<file path="src/gga_pkg.sv">
package gga_pkg;

   // default sentence length limit, '$' included
   localparam int unsigned MAX_SENTENCE_DEF = 128;

   // characters
   localparam logic [7:0] CHAR_DOLLAR = 8'h24;
   localparam logic [7:0] CHAR_LF     = 8'h0A;
   localparam logic [7:0] CHAR_COMMA  = 8'h2C;
   localparam logic [7:0] CHAR_SOUTH  = 8'h53;
   localparam logic [7:0] CHAR_WEST   = 8'h57;
   localparam logic [7:0] CHAR_MINUS  = 8'h2D;
   localparam logic [7:0] CHAR_PLUS   = 8'h2B;
   localparam logic [7:0] CHAR_DOT    = 8'h2E;
   localparam logic [7:0] CHAR_ZERO   = 8'h30;
   localparam logic [7:0] CHAR_NINE   = 8'h39;

   // field numbers of the sentence
   localparam logic [3:0] FLD_TIME     = 4'd1;
   localparam logic [3:0] FLD_LAT      = 4'd2;
   localparam logic [3:0] FLD_LAT_HEMI = 4'd3;
   localparam logic [3:0] FLD_LON      = 4'd4;
   localparam logic [3:0] FLD_LON_HEMI = 4'd5;
   localparam logic [3:0] FLD_SATS     = 4'd7;
   localparam logic [3:0] FLD_ALT      = 4'd9;
   localparam logic [3:0] FLD_LAST     = 4'd15;
   localparam logic [3:0] POS_LAST     = 4'd15;

   // saturation limits
   localparam logic [6:0]  SATS_MAX = 7'd99;
   localparam logic [16:0] ALT_MAX  = 17'd99999;

   // shared multiply-add unit
   typedef logic [26:0] mac_a_type;
   typedef logic [24:0] mac_b_type;
   typedef logic [52:0] mac_p_type;

   localparam mac_b_type MUL_TEN     = 25'd10;
   localparam mac_b_type MUL_SIX     = 25'd6;
   localparam mac_b_type MUL_MINUTE  = 25'd1000000;
   localparam mac_b_type MUL_DEGREE  = 25'd10000000;
   // floor(2^27 / 6): quotient estimate is low by at most one
   localparam mac_b_type RECIP_SIX   = 25'd22369621;
   localparam int unsigned RECIP_SHIFT = 27;

   // weight of each fraction digit of the minutes
   function automatic mac_b_type frac_weight(input logic [2:0] idx);
      mac_b_type w;
      unique case (idx)
         3'd0:    w = 25'd100000;
         3'd1:    w = 25'd10000;
         3'd2:    w = 25'd1000;
         3'd3:    w = 25'd100;
         3'd4:    w = 25'd10;
         3'd5:    w = 25'd1;
         default: w = 25'd0;
      endcase
      return w;
   endfunction

   // one result beat, last field in the lowest bits
   typedef struct packed {
      logic signed [17:0] altitude_m;
      logic        [6:0]  satellites;
      logic signed [34:0] longitude;
      logic signed [30:0] latitude;
      logic        [6:0]  utc_seconds;
      logic        [6:0]  utc_minutes;
      logic        [6:0]  utc_hours;
   } rsp_type;

endpackage

</file>
<file path="src/nmea_gga_field_parser.sv">
// GGA sentence field parser. Received characters enter one per req_ beat; bytes before a '$'
// are dropped, a '$' starts a sentence and clears all gathered values, commas step the field
// number and a line feed inside a sentence emits one rsp_ beat with UTC hours, minutes and
// seconds, latitude and longitude as signed 1e-7 degree (south and west negative, truncated),
// satellites used (saturating at 99) and the integer altitude in metres (signed, saturating at
// 99999, ended by '.'). Empty fields read as zero, non-digits in numeric positions are skipped,
// and once MAX_SENTENCE-1 bytes of a sentence have been taken further bytes other than '$' and
// line feed are dropped. No checksum or sentence-type check is made. Sequence: a byte is taken
// in the idle state and applied in the byte state, digits by a pass through the single shared
// multiply-add unit that does all digit accumulation; no new byte is taken meanwhile. After a
// closing line feed each coordinate needs four passes of that unit (minutes, reciprocal divide
// by six, correction, degrees); the result is loaded once the previous one has left rsp_.
module nmea_gga_field_parser #(
   parameter int unsigned MAX_SENTENCE = gga_pkg::MAX_SENTENCE_DEF
) (
   input  logic         clock,
   input  logic         reset,
   input  logic         req_tvalid,
   output logic         req_tready,
   input  logic [7:0]   req_tdata,   // rx_byte
   output logic         rsp_tvalid,
   input  logic         rsp_tready,
   // utc_hours, utc_minutes, utc_seconds, latitude, longitude, satellites, altitude_m
   output logic [111:0] rsp_tdata
);

   localparam int unsigned CNT_W = $clog2(MAX_SENTENCE);
   localparam logic [CNT_W-1:0] CNT_LIMIT = CNT_W'(MAX_SENTENCE - 1);

   // sequencer codes
   localparam logic [2:0] ST_IDLE = 3'd0;   // waiting for a byte
   localparam logic [2:0] ST_BYTE = 3'd1;   // apply the byte
   localparam logic [2:0] ST_CV_N = 3'd2;   // minutes * 1e6 + fraction
   localparam logic [2:0] ST_CV_Q = 3'd3;   // quotient estimate by reciprocal
   localparam logic [2:0] ST_CV_R = 3'd4;   // remainder check, quotient fix-up
   localparam logic [2:0] ST_CV_D = 3'd5;   // degrees * 1e7 + quotient
   localparam logic [2:0] ST_FIN  = 3'd6;   // load the result register

   logic [2:0] state_ff, state_in;
   logic [7:0] byte_ff;

   // sentence tracking
   logic             in_sent_ff, in_sent_in;
   logic [3:0]       field_ff, field_in;
   logic [3:0]       pos_ff, pos_in;
   logic [CNT_W-1:0] count_ff, count_in;

   // gathered values
   logic [6:0]  hh_ff, hh_in, mm_ff, mm_in, ss_ff, ss_in;
   logic [9:0]  lat_deg_ff, lat_deg_in, lon_deg_ff, lon_deg_in;
   logic [6:0]  lat_min_ff, lat_min_in, lon_min_ff, lon_min_in;
   logic [19:0] lat_frac_ff, lat_frac_in, lon_frac_ff, lon_frac_in;
   logic        lat_neg_ff, lat_neg_in, lon_neg_ff, lon_neg_in;
   logic [6:0]  sat_ff, sat_in;
   logic [16:0] alt_ff, alt_in;
   logic        alt_neg_ff, alt_neg_in, alt_dot_ff, alt_dot_in;

   // conversion working registers
   logic        which_ff, which_in;   // low: latitude, high: longitude
   logic [26:0] n_ff, n_in;
   logic [24:0] q_ff, q_in;
   logic [29:0] lat_mag_ff, lat_mag_in;
   logic [33:0] lon_mag_ff, lon_mag_in;

   // result register
   logic             rsp_valid_ff, rsp_valid_in;
   gga_pkg::rsp_type rsp_ff, rsp_in;

   // shared multiply-add unit
   gga_pkg::mac_a_type mac_a, mac_c;
   gga_pkg::mac_b_type mac_b;
   gga_pkg::mac_p_type mac_p;

   assign mac_p = gga_pkg::mac_p_type'(mac_a) * gga_pkg::mac_p_type'(mac_b)
                + gga_pkg::mac_p_type'(mac_c);

   // byte decode
   logic       is_digit;
   logic [3:0] digit;
   logic       coord_lon;
   logic [3:0] deg_digits;
   logic [3:0] frac_idx;
   logic [3:0] rem;

   assign is_digit   = (byte_ff >= gga_pkg::CHAR_ZERO) && (byte_ff <= gga_pkg::CHAR_NINE);
   assign digit      = is_digit ? 4'(byte_ff - gga_pkg::CHAR_ZERO) : 4'd0;
   assign coord_lon  = (field_ff == gga_pkg::FLD_LON);
   assign deg_digits = coord_lon ? 4'd3 : 4'd2;
   assign frac_idx   = pos_ff - (deg_digits + 4'd3);
   // remainder of n - 6*q0 is below twelve, so four bits carry it exactly
   assign rem        = n_ff[3:0] - mac_p[3:0];

   logic signed [30:0] lat_out;
   logic signed [34:0] lon_out;
   logic signed [17:0] alt_out;

   assign lat_out = lat_neg_ff ? 31'(31'd0 - {1'b0, lat_mag_ff}) : {1'b0, lat_mag_ff};
   assign lon_out = lon_neg_ff ? 35'(35'd0 - {1'b0, lon_mag_ff}) : {1'b0, lon_mag_ff};
   assign alt_out = alt_neg_ff ? 18'(18'd0 - {1'b0, alt_ff}) : {1'b0, alt_ff};

   always_comb begin
      state_in    = state_ff;
      in_sent_in  = in_sent_ff;
      field_in    = field_ff;
      pos_in      = pos_ff;
      count_in    = count_ff;
      hh_in       = hh_ff;
      mm_in       = mm_ff;
      ss_in       = ss_ff;
      lat_deg_in  = lat_deg_ff;
      lon_deg_in  = lon_deg_ff;
      lat_min_in  = lat_min_ff;
      lon_min_in  = lon_min_ff;
      lat_frac_in = lat_frac_ff;
      lon_frac_in = lon_frac_ff;
      lat_neg_in  = lat_neg_ff;
      lon_neg_in  = lon_neg_ff;
      sat_in      = sat_ff;
      alt_in      = alt_ff;
      alt_neg_in  = alt_neg_ff;
      alt_dot_in  = alt_dot_ff;
      which_in    = which_ff;
      n_in        = n_ff;
      q_in        = q_ff;
      lat_mag_in  = lat_mag_ff;
      lon_mag_in  = lon_mag_ff;
      rsp_in      = rsp_ff;
      rsp_valid_in = rsp_valid_ff && !rsp_tready;
      mac_a = '0;
      mac_b = '0;
      mac_c = '0;

      unique case (state_ff)
         ST_IDLE: begin
            if (req_tvalid) begin
               state_in = ST_BYTE;
            end
         end

         ST_BYTE: begin
            state_in = ST_IDLE;
            priority if (byte_ff == gga_pkg::CHAR_DOLLAR) begin
               // (re)start: everything gathered so far is dropped
               in_sent_in  = 1'b1;
               field_in    = '0;
               pos_in      = '0;
               count_in    = CNT_W'(1);
               hh_in       = '0;
               mm_in       = '0;
               ss_in       = '0;
               lat_deg_in  = '0;
               lon_deg_in  = '0;
               lat_min_in  = '0;
               lon_min_in  = '0;
               lat_frac_in = '0;
               lon_frac_in = '0;
               lat_neg_in  = 1'b0;
               lon_neg_in  = 1'b0;
               sat_in      = '0;
               alt_in      = '0;
               alt_neg_in  = 1'b0;
               alt_dot_in  = 1'b0;
            end else if (!in_sent_ff) begin
            end else if (byte_ff == gga_pkg::CHAR_LF) begin
               in_sent_in = 1'b0;
               which_in   = 1'b0;
               state_in   = ST_CV_N;
            end else if (count_ff >= CNT_LIMIT) begin
            end else begin
               count_in = count_ff + 1'b1;
               if (byte_ff == gga_pkg::CHAR_COMMA) begin
                  if (field_ff != gga_pkg::FLD_LAST) begin
                     field_in = field_ff + 1'b1;
                  end
                  pos_in = '0;
               end else begin
                  if (pos_ff != gga_pkg::POS_LAST) begin
                     pos_in = pos_ff + 1'b1;
                  end
                  unique case (field_ff)
                     gga_pkg::FLD_TIME: begin
                        if (is_digit && pos_ff < 4'd6) begin
                           mac_b = gga_pkg::MUL_TEN;
                           mac_c = gga_pkg::mac_a_type'(digit);
                           unique case (pos_ff[2:1])
                              2'd0: begin
                                 mac_a = gga_pkg::mac_a_type'(hh_ff);
                                 hh_in = mac_p[6:0];
                              end
                              2'd1: begin
                                 mac_a = gga_pkg::mac_a_type'(mm_ff);
                                 mm_in = mac_p[6:0];
                              end
                              default: begin
                                 mac_a = gga_pkg::mac_a_type'(ss_ff);
                                 ss_in = mac_p[6:0];
                              end
                           endcase
                        end
                     end

                     gga_pkg::FLD_LAT, gga_pkg::FLD_LON: begin
                        if (is_digit) begin
                           priority if (pos_ff < deg_digits) begin
                              mac_a = gga_pkg::mac_a_type'(coord_lon ? lon_deg_ff : lat_deg_ff);
                              mac_b = gga_pkg::MUL_TEN;
                              mac_c = gga_pkg::mac_a_type'(digit);
                              if (coord_lon) begin
                                 lon_deg_in = mac_p[9:0];
                              end else begin
                                 lat_deg_in = mac_p[9:0];
                              end
                           end else if (pos_ff < deg_digits + 4'd2) begin
                              mac_a = gga_pkg::mac_a_type'(coord_lon ? lon_min_ff : lat_min_ff);
                              mac_b = gga_pkg::MUL_TEN;
                              mac_c = gga_pkg::mac_a_type'(digit);
                              if (coord_lon) begin
                                 lon_min_in = mac_p[6:0];
                              end else begin
                                 lat_min_in = mac_p[6:0];
                              end
                           end else if (pos_ff >= deg_digits + 4'd3 &&
                                        pos_ff < deg_digits + 4'd9) begin
                              // fraction digit: weight by its place
                              mac_a = gga_pkg::mac_a_type'(digit);
                              mac_b = gga_pkg::frac_weight(frac_idx[2:0]);
                              mac_c = gga_pkg::mac_a_type'(coord_lon ? lon_frac_ff
                                                                     : lat_frac_ff);
                              if (coord_lon) begin
                                 lon_frac_in = mac_p[19:0];
                              end else begin
                                 lat_frac_in = mac_p[19:0];
                              end
                           end else begin
                           end
                        end
                     end

                     gga_pkg::FLD_LAT_HEMI: begin
                        if (pos_ff == 4'd0 && byte_ff == gga_pkg::CHAR_SOUTH) begin
                           lat_neg_in = 1'b1;
                        end
                     end

                     gga_pkg::FLD_LON_HEMI: begin
                        if (pos_ff == 4'd0 && byte_ff == gga_pkg::CHAR_WEST) begin
                           lon_neg_in = 1'b1;
                        end
                     end

                     gga_pkg::FLD_SATS: begin
                        if (is_digit) begin
                           mac_a  = gga_pkg::mac_a_type'(sat_ff);
                           mac_b  = gga_pkg::MUL_TEN;
                           mac_c  = gga_pkg::mac_a_type'(digit);
                           sat_in = (mac_p[9:0] > 10'(gga_pkg::SATS_MAX)) ? gga_pkg::SATS_MAX
                                                                        : mac_p[6:0];
                        end
                     end

                     gga_pkg::FLD_ALT: begin
                        // sign only at the first place, '.' ends the integer part
                        priority if (pos_ff == 4'd0 && (byte_ff == gga_pkg::CHAR_MINUS ||
                                                        byte_ff == gga_pkg::CHAR_PLUS)) begin
                           if (byte_ff == gga_pkg::CHAR_MINUS) begin
                              alt_neg_in = 1'b1;
                           end
                        end else if (byte_ff == gga_pkg::CHAR_DOT) begin
                           alt_dot_in = 1'b1;
                        end else if (is_digit && !alt_dot_ff) begin
                           mac_a  = gga_pkg::mac_a_type'(alt_ff);
                           mac_b  = gga_pkg::MUL_TEN;
                           mac_c  = gga_pkg::mac_a_type'(digit);
                           alt_in = (mac_p[19:0] > 20'(gga_pkg::ALT_MAX)) ? gga_pkg::ALT_MAX
                                                                        : mac_p[16:0];
                        end else begin
                        end
                     end

                     default: begin
                     end
                  endcase
               end
            end
         end

         ST_CV_N: begin
            mac_a    = gga_pkg::mac_a_type'(which_ff ? lon_min_ff : lat_min_ff);
            mac_b    = gga_pkg::MUL_MINUTE;
            mac_c    = gga_pkg::mac_a_type'(which_ff ? lon_frac_ff : lat_frac_ff);
            n_in     = mac_p[26:0];
            state_in = ST_CV_Q;
         end

         ST_CV_Q: begin
            mac_a    = n_ff;
            mac_b    = gga_pkg::RECIP_SIX;
            q_in     = mac_p[gga_pkg::RECIP_SHIFT +: 25];
            state_in = ST_CV_R;
         end

         ST_CV_R: begin
            mac_a    = gga_pkg::mac_a_type'(q_ff);
            mac_b    = gga_pkg::MUL_SIX;
            q_in     = q_ff + 25'(rem >= 4'd6);
            state_in = ST_CV_D;
         end

         ST_CV_D: begin
            mac_a = gga_pkg::mac_a_type'(which_ff ? lon_deg_ff : lat_deg_ff);
            mac_b = gga_pkg::MUL_DEGREE;
            mac_c = gga_pkg::mac_a_type'(q_ff);
            if (which_ff) begin
               lon_mag_in = mac_p[33:0];
               state_in   = ST_FIN;
            end else begin
               lat_mag_in = mac_p[29:0];
               which_in   = 1'b1;
               state_in   = ST_CV_N;
            end
         end

         ST_FIN: begin
            // wait until the previous record has left
            if (!rsp_valid_ff || rsp_tready) begin
               rsp_in.utc_hours   = hh_ff;
               rsp_in.utc_minutes = mm_ff;
               rsp_in.utc_seconds = ss_ff;
               rsp_in.latitude    = lat_out;
               rsp_in.longitude   = lon_out;
               rsp_in.satellites  = sat_ff;
               rsp_in.altitude_m  = alt_out;
               rsp_valid_in       = 1'b1;
               state_in           = ST_IDLE;
            end
         end

         default: begin
            state_in = ST_IDLE;
         end
      endcase
   end

   always_ff @(posedge clock) begin
      if (reset) begin
         state_ff     <= ST_IDLE;
         in_sent_ff   <= 1'b0;
         field_ff     <= '0;
         pos_ff       <= '0;
         count_ff     <= '0;
         which_ff     <= 1'b0;
         rsp_valid_ff <= 1'b0;
      end else begin
         state_ff     <= state_in;
         in_sent_ff   <= in_sent_in;
         field_ff     <= field_in;
         pos_ff       <= pos_in;
         count_ff     <= count_in;
         which_ff     <= which_in;
         rsp_valid_ff <= rsp_valid_in;
      end
   end

   // payload, no reset: a '$' clears the values before any record can use them
   always_ff @(posedge clock) begin
      if (req_tvalid && req_tready) begin
         byte_ff <= req_tdata;
      end
      hh_ff       <= hh_in;
      mm_ff       <= mm_in;
      ss_ff       <= ss_in;
      lat_deg_ff  <= lat_deg_in;
      lon_deg_ff  <= lon_deg_in;
      lat_min_ff  <= lat_min_in;
      lon_min_ff  <= lon_min_in;
      lat_frac_ff <= lat_frac_in;
      lon_frac_ff <= lon_frac_in;
      lat_neg_ff  <= lat_neg_in;
      lon_neg_ff  <= lon_neg_in;
      sat_ff      <= sat_in;
      alt_ff      <= alt_in;
      alt_neg_ff  <= alt_neg_in;
      alt_dot_ff  <= alt_dot_in;
      n_ff        <= n_in;
      q_ff        <= q_in;
      lat_mag_ff  <= lat_mag_in;
      lon_mag_ff  <= lon_mag_in;
      rsp_ff      <= rsp_in;
   end

   assign req_tready = (state_ff == ST_IDLE);
   assign rsp_tvalid = rsp_valid_ff;
   assign rsp_tdata  = rsp_ff;

   // a new record only ever appears out of the load step
   a_rsp_from_fin: assert property (@(posedge clock) disable iff (reset)
      $rose(rsp_valid_ff) |-> $past(state_ff) == ST_FIN)
      else $error("result raised outside the load step");

   // latitude conversion always hands over to longitude
   a_lat_then_lon: assert property (@(posedge clock) disable iff (reset)
      (state_ff == ST_CV_D && !which_ff) |=> (state_ff == ST_CV_N && which_ff))
      else $error("coordinate sequence broken");

   // byte counter never runs past the length limit
   a_count_limit: assert property (@(posedge clock) disable iff (reset)
      in_sent_ff |-> count_ff <= CNT_LIMIT)
      else $error("sentence byte count beyond limit");

   // remainder after the reciprocal estimate stays below twice the divisor
   a_rem_range: assert property (@(posedge clock) disable iff (reset)
      state_ff == ST_CV_R |-> rem < 4'd12)
      else $error("divide by six estimate out of range");

endmodule
</file>
<file path="config.mk">
export PLATFORM = sky130hd
export DESIGN_NAME = nmea_gga_field_parser
export DESIGN_NICKNAME = d
export VERILOG_FILES = /design/src/gga_pkg.sv /design/src/nmea_gga_field_parser.sv
export SDC_FILE = /design/constraint.sdc
export NUM_CORES = 2
export LEC_CHECK = 0
export ABC_AREA = 1
export BUFFER_PORTS_ARGS = -buffer_cell sky130_fd_sc_hd__buf_2
export CELL_PAD_IN_SITES_DETAIL_PLACEMENT = 1
export CELL_PAD_IN_SITES_GLOBAL_PLACEMENT = 1
export CORE_MARGIN = 8
export CORE_UTILIZATION = 33
export DETAILED_ROUTE_END_ITERATION = 10
export PLACE_DENSITY = 0.58
export SLEW_MARGIN = 20
export SYNTH_ARGS = -nofsm -noshare
export SYNTH_HDL_FRONTEND = slang
export SYNTH_SLANG_ARGS = --single-unit
</file>
<file path="constraint.sdc">
create_clock -name clock -period 21.5 [get_ports clock]
set_input_delay 1.075 -clock clock [delete_from_list [all_inputs] [get_ports clock]]
set_output_delay 1.075 -clock clock [all_outputs]
set_load 0.02 [all_outputs]
</file>
==> run metrics <==
outcome complete, no violations; CTS resizes 0; DP HPWL 124000 µm; final worst path period need 10.15 ns; Async SR Flop Fraction 0%; vias in the first global route 33600; max-cap violations 0; Hold Buf Count CTS 0; routed vias/inst 4.86; CP Data Arrival Time 10.63 ns; WL/cell 23.0 µm; fin worst setup slack 11.35 ns; post-CTS setup buffer count 0; Hold Path Class flip-flop to flip-flop; drt first-iter violations 1955; sequential area share after synthesis 28.0%; vias 31000; Leakage 0.0212 µW; Die ar. 132000 µm²; Avg Inst Size Synth 8.99 µm²; drt drc 0; Place WS 11.34 ns; Core Area 120000 µm²; post-synthesis cell type count 64; DIE WIDTH 364 µm; Layout Nets 5542; ANT nets after route 0; I/O pin total 126; highest routed layer met4; Cell Pwr Density 83.5 nW/µm²; CTS Sinks 380; register area 11200 µm²; critical path class flip-flop to flip-flop; setup TNS 0 ns; Max stage delay on crit path 0.77 ns; critical path's slowest cell xor2_1; die height 364 µm; Reg clk slew, reported paths 0.07 ns; area grow syn2layout 11.8%; Synth Warn # 0; remaining global-route overflow 0; iteration count of the initial detailed-routing pass 5; Seq cells post-synth 380; fmax 98.5 MHz; fill count 14100; Clock Path Buffers 3; initial antenna violation count 0; Total GRT Usage 22.2%; most frequent CP cell nand2_1; routed wl met2 68700 µm; buffers added on ports 125; Num CTS Buffers 46; GPL Wtd Cong 0.902; Worst EP required 21.97 ns; Total Wirelength 147000 µm; starting density of the core 33.3%; multi-input logic area 24800 µm²; Post-synth EDFFs 359; maximum vdd ir drop 0.000109 V; worst-path fanout max 35; synthesized area 40000 µm²; max_slew headroom 23.7%; CP endpoint kind flip-flop; type of origin of the critical path flip-flop; H-tree depth 2; WL met1 65600 µm; Root Buffer clkbuf_16; global-route wire length before repair 219000 µm; later-pin clock latency in the skew report 0.62 ns; layout cells sized above 1 6.94%; Final Hold Viols 0; Util after Layout 37.2%; Tightest Pin Transition 1.14 ns; largest net degree at the start of global routing 74; CTS tree done; unrepaired setup endpoints after global routing no; post-route clock period utilization 47.2%; FP Rows 127; fin. max-slew vios 0; Inst Count DP 6283; most used flip-flop cell after synthesis edfxtp_1; Final Non-Filler Cells 6369; Post-Syn Instances 4443; final setup violating endpoints 0; Final Skew 0.0405 ns; metal3 WL 8420 µm
[metrics by stage]
step	hold slack [ns]	instance area, µm²	total power (µW)
final	0.450	44700	3730
after global routing	0.460	44700	3970
after CTS	0.449	44600	3720
after detailed placement	0.433	43000	2860
after global placement	0.432	43000	2840
after floorplan	0.426	40500	2100
[routing by layer]
metal	vias to the layer above	track usage, %
met1	15900	30.3
li1	14100	-
met5	-	0
met4	0	5.51
met2	789	37.2
met3	170	3.24
[sequential cells by signal, summed over array words and instances (netlist names), 17 cells and up]
| name | cells |
|---|---|
| rsp_tdata | 112 |
| lon_mag_ff | 34 |
| lat_mag_ff | 30 |
| n_ff | 27 |
| q_ff | 25 |
| lat_frac_ff | 20 |
| lon_frac_ff | 20 |
| alt_ff | 17 |
[synth_stat cells (12+ instances only)]
library cell     n  area, µm²
xnor2_1         32        280
nor4_1          16        100
nand3b_1        12       90.1
nor2_1         439       1650
nand2_1        763       2860
inv_2           13       48.8
nand2_2         20        125
xor2_1          78        683
clkbuf_1        40        150
nor3_1          33        165
edfxtp_1       359      10800
dfxtp_1         21        420
nand4_1         44        275
fa_1           546      10900
nand3_1        200       1000
inv_1         1075       4040
buf_2           18       90.1
o21ai_0        152        761
a21oi_1        134        671
ha_1           265       3320
[cells in the final DEF (no fill, tap or decap), types with 8 or more instances in the layout]
cell | netlist | final
nand2_2 | 20 | 22
conb_1 | 2 | 157
nor4_1 | 16 | 16
a21oi_1 | 134 | 132
o211ai_1 | 11 | 11
o21ai_0 | 152 | 152
or2_2 | 11 | 11
nand3b_1 | 12 | 12
clkbuf_16 | 0 | 46
ha_1 | 265 | 265
nor2_4 | 7 | 10
dfxtp_1 | 21 | 21
nor3_1 | 33 | 33
inv_1 | 1075 | 1074
nor2_1 | 439 | 435
nand2_1 | 763 | 761
buf_4 | 11 | 34
inv_2 | 13 | 13
nor2_2 | 11 | 12
mux2i_1 | 11 | 11
o221ai_1 | 8 | 8
edfxtp_1 | 359 | 359
nand4_1 | 44 | 44
buf_2 | 18 | 125
xor2_1 | 78 | 78
clkinv_1 | 2 | 11
fa_1 | 546 | 546
nand3_1 | 200 | 198
xnor2_1 | 32 | 32
bufinv_16 | 0 | 8
[critical path, delay by kind of cell (launching register included)]
kind                     cells  cell delay (ns)
adder cells (fa/ha/maj)     10             4.52
AND/OR/NAND/NOR             17             2.74
buffers and inverters        8             1.29
XOR/XNOR                     1             0.77
flip-flops                   1             0.38
AO/OA/AOI/OAI                2             0.29
[final cells by class]
| cell class | count | area share, % |
|---|---|---|
| multi-input combinational | 3042 | 55.6 |
| sequential | 380 | 25.1 |
| inverter | 1090 | 9.16 |
| tap | 1612 | 4.52 |
| clock buffer | 48 | 2.59 |
| timing repair buffer | 159 | 1.97 |
| clock inverter | 37 | 1.06 |
| antenna | 1 | 0.00560 |
[worst paths after layout]
| path | slack (ns) | end | startpoint | cells past startpoint |
|---|---|---|---|---|
| max reg2reg | 11.35 | alt_ff[9]$_SDFFCE_PP0P_ | field_ff[0]$_SDFFE_PP0P_ | 38 |
| min | 0.45 | rsp_tdata[16]$_DFFE_PP_ | ss_ff[2]$_SDFFCE_PP0P_ | 0 |
| max | 11.35 | alt_ff[9]$_SDFFCE_PP0P_ | field_ff[0]$_SDFFE_PP0P_ | 38 |
| min reg2reg | 0.45 | rsp_tdata[16]$_DFFE_PP_ | ss_ff[2]$_SDFFCE_PP0P_ | 0 |
[logic make-up (layout without fill, tap and decap cells)]
kind of cell / after synthesis / count (layout) / synth area share [%]
buffers and inverters: 1176 / 1334 / 11.4
AND/OR/NAND/NOR: 1581 / 1581 / 16.9
adder cells (fa/ha/maj): 811 / 811 / 35.7
other: 2 / 158 / 0.0188
XOR/XNOR: 110 / 110 / 2.41
flip-flops: 380 / 380 / 28.0
multiplexers: 11 / 11 / 0.276
AO/OA/AOI/OAI: 372 / 372 / 5.30
[power breakdown]
| group | internal (µW) | switching [µW] | leakage, µW |
|---|---|---|---|
| combinational | 599 | 1370 | 0.0172 |
| sequential | 915 | 1.66 | 0.00327 |
| clock | 495 | 346 | 0.000773 |
| total | 2010 | 1720 | 0.0212 |
Power figures use the tool's default switching activity.
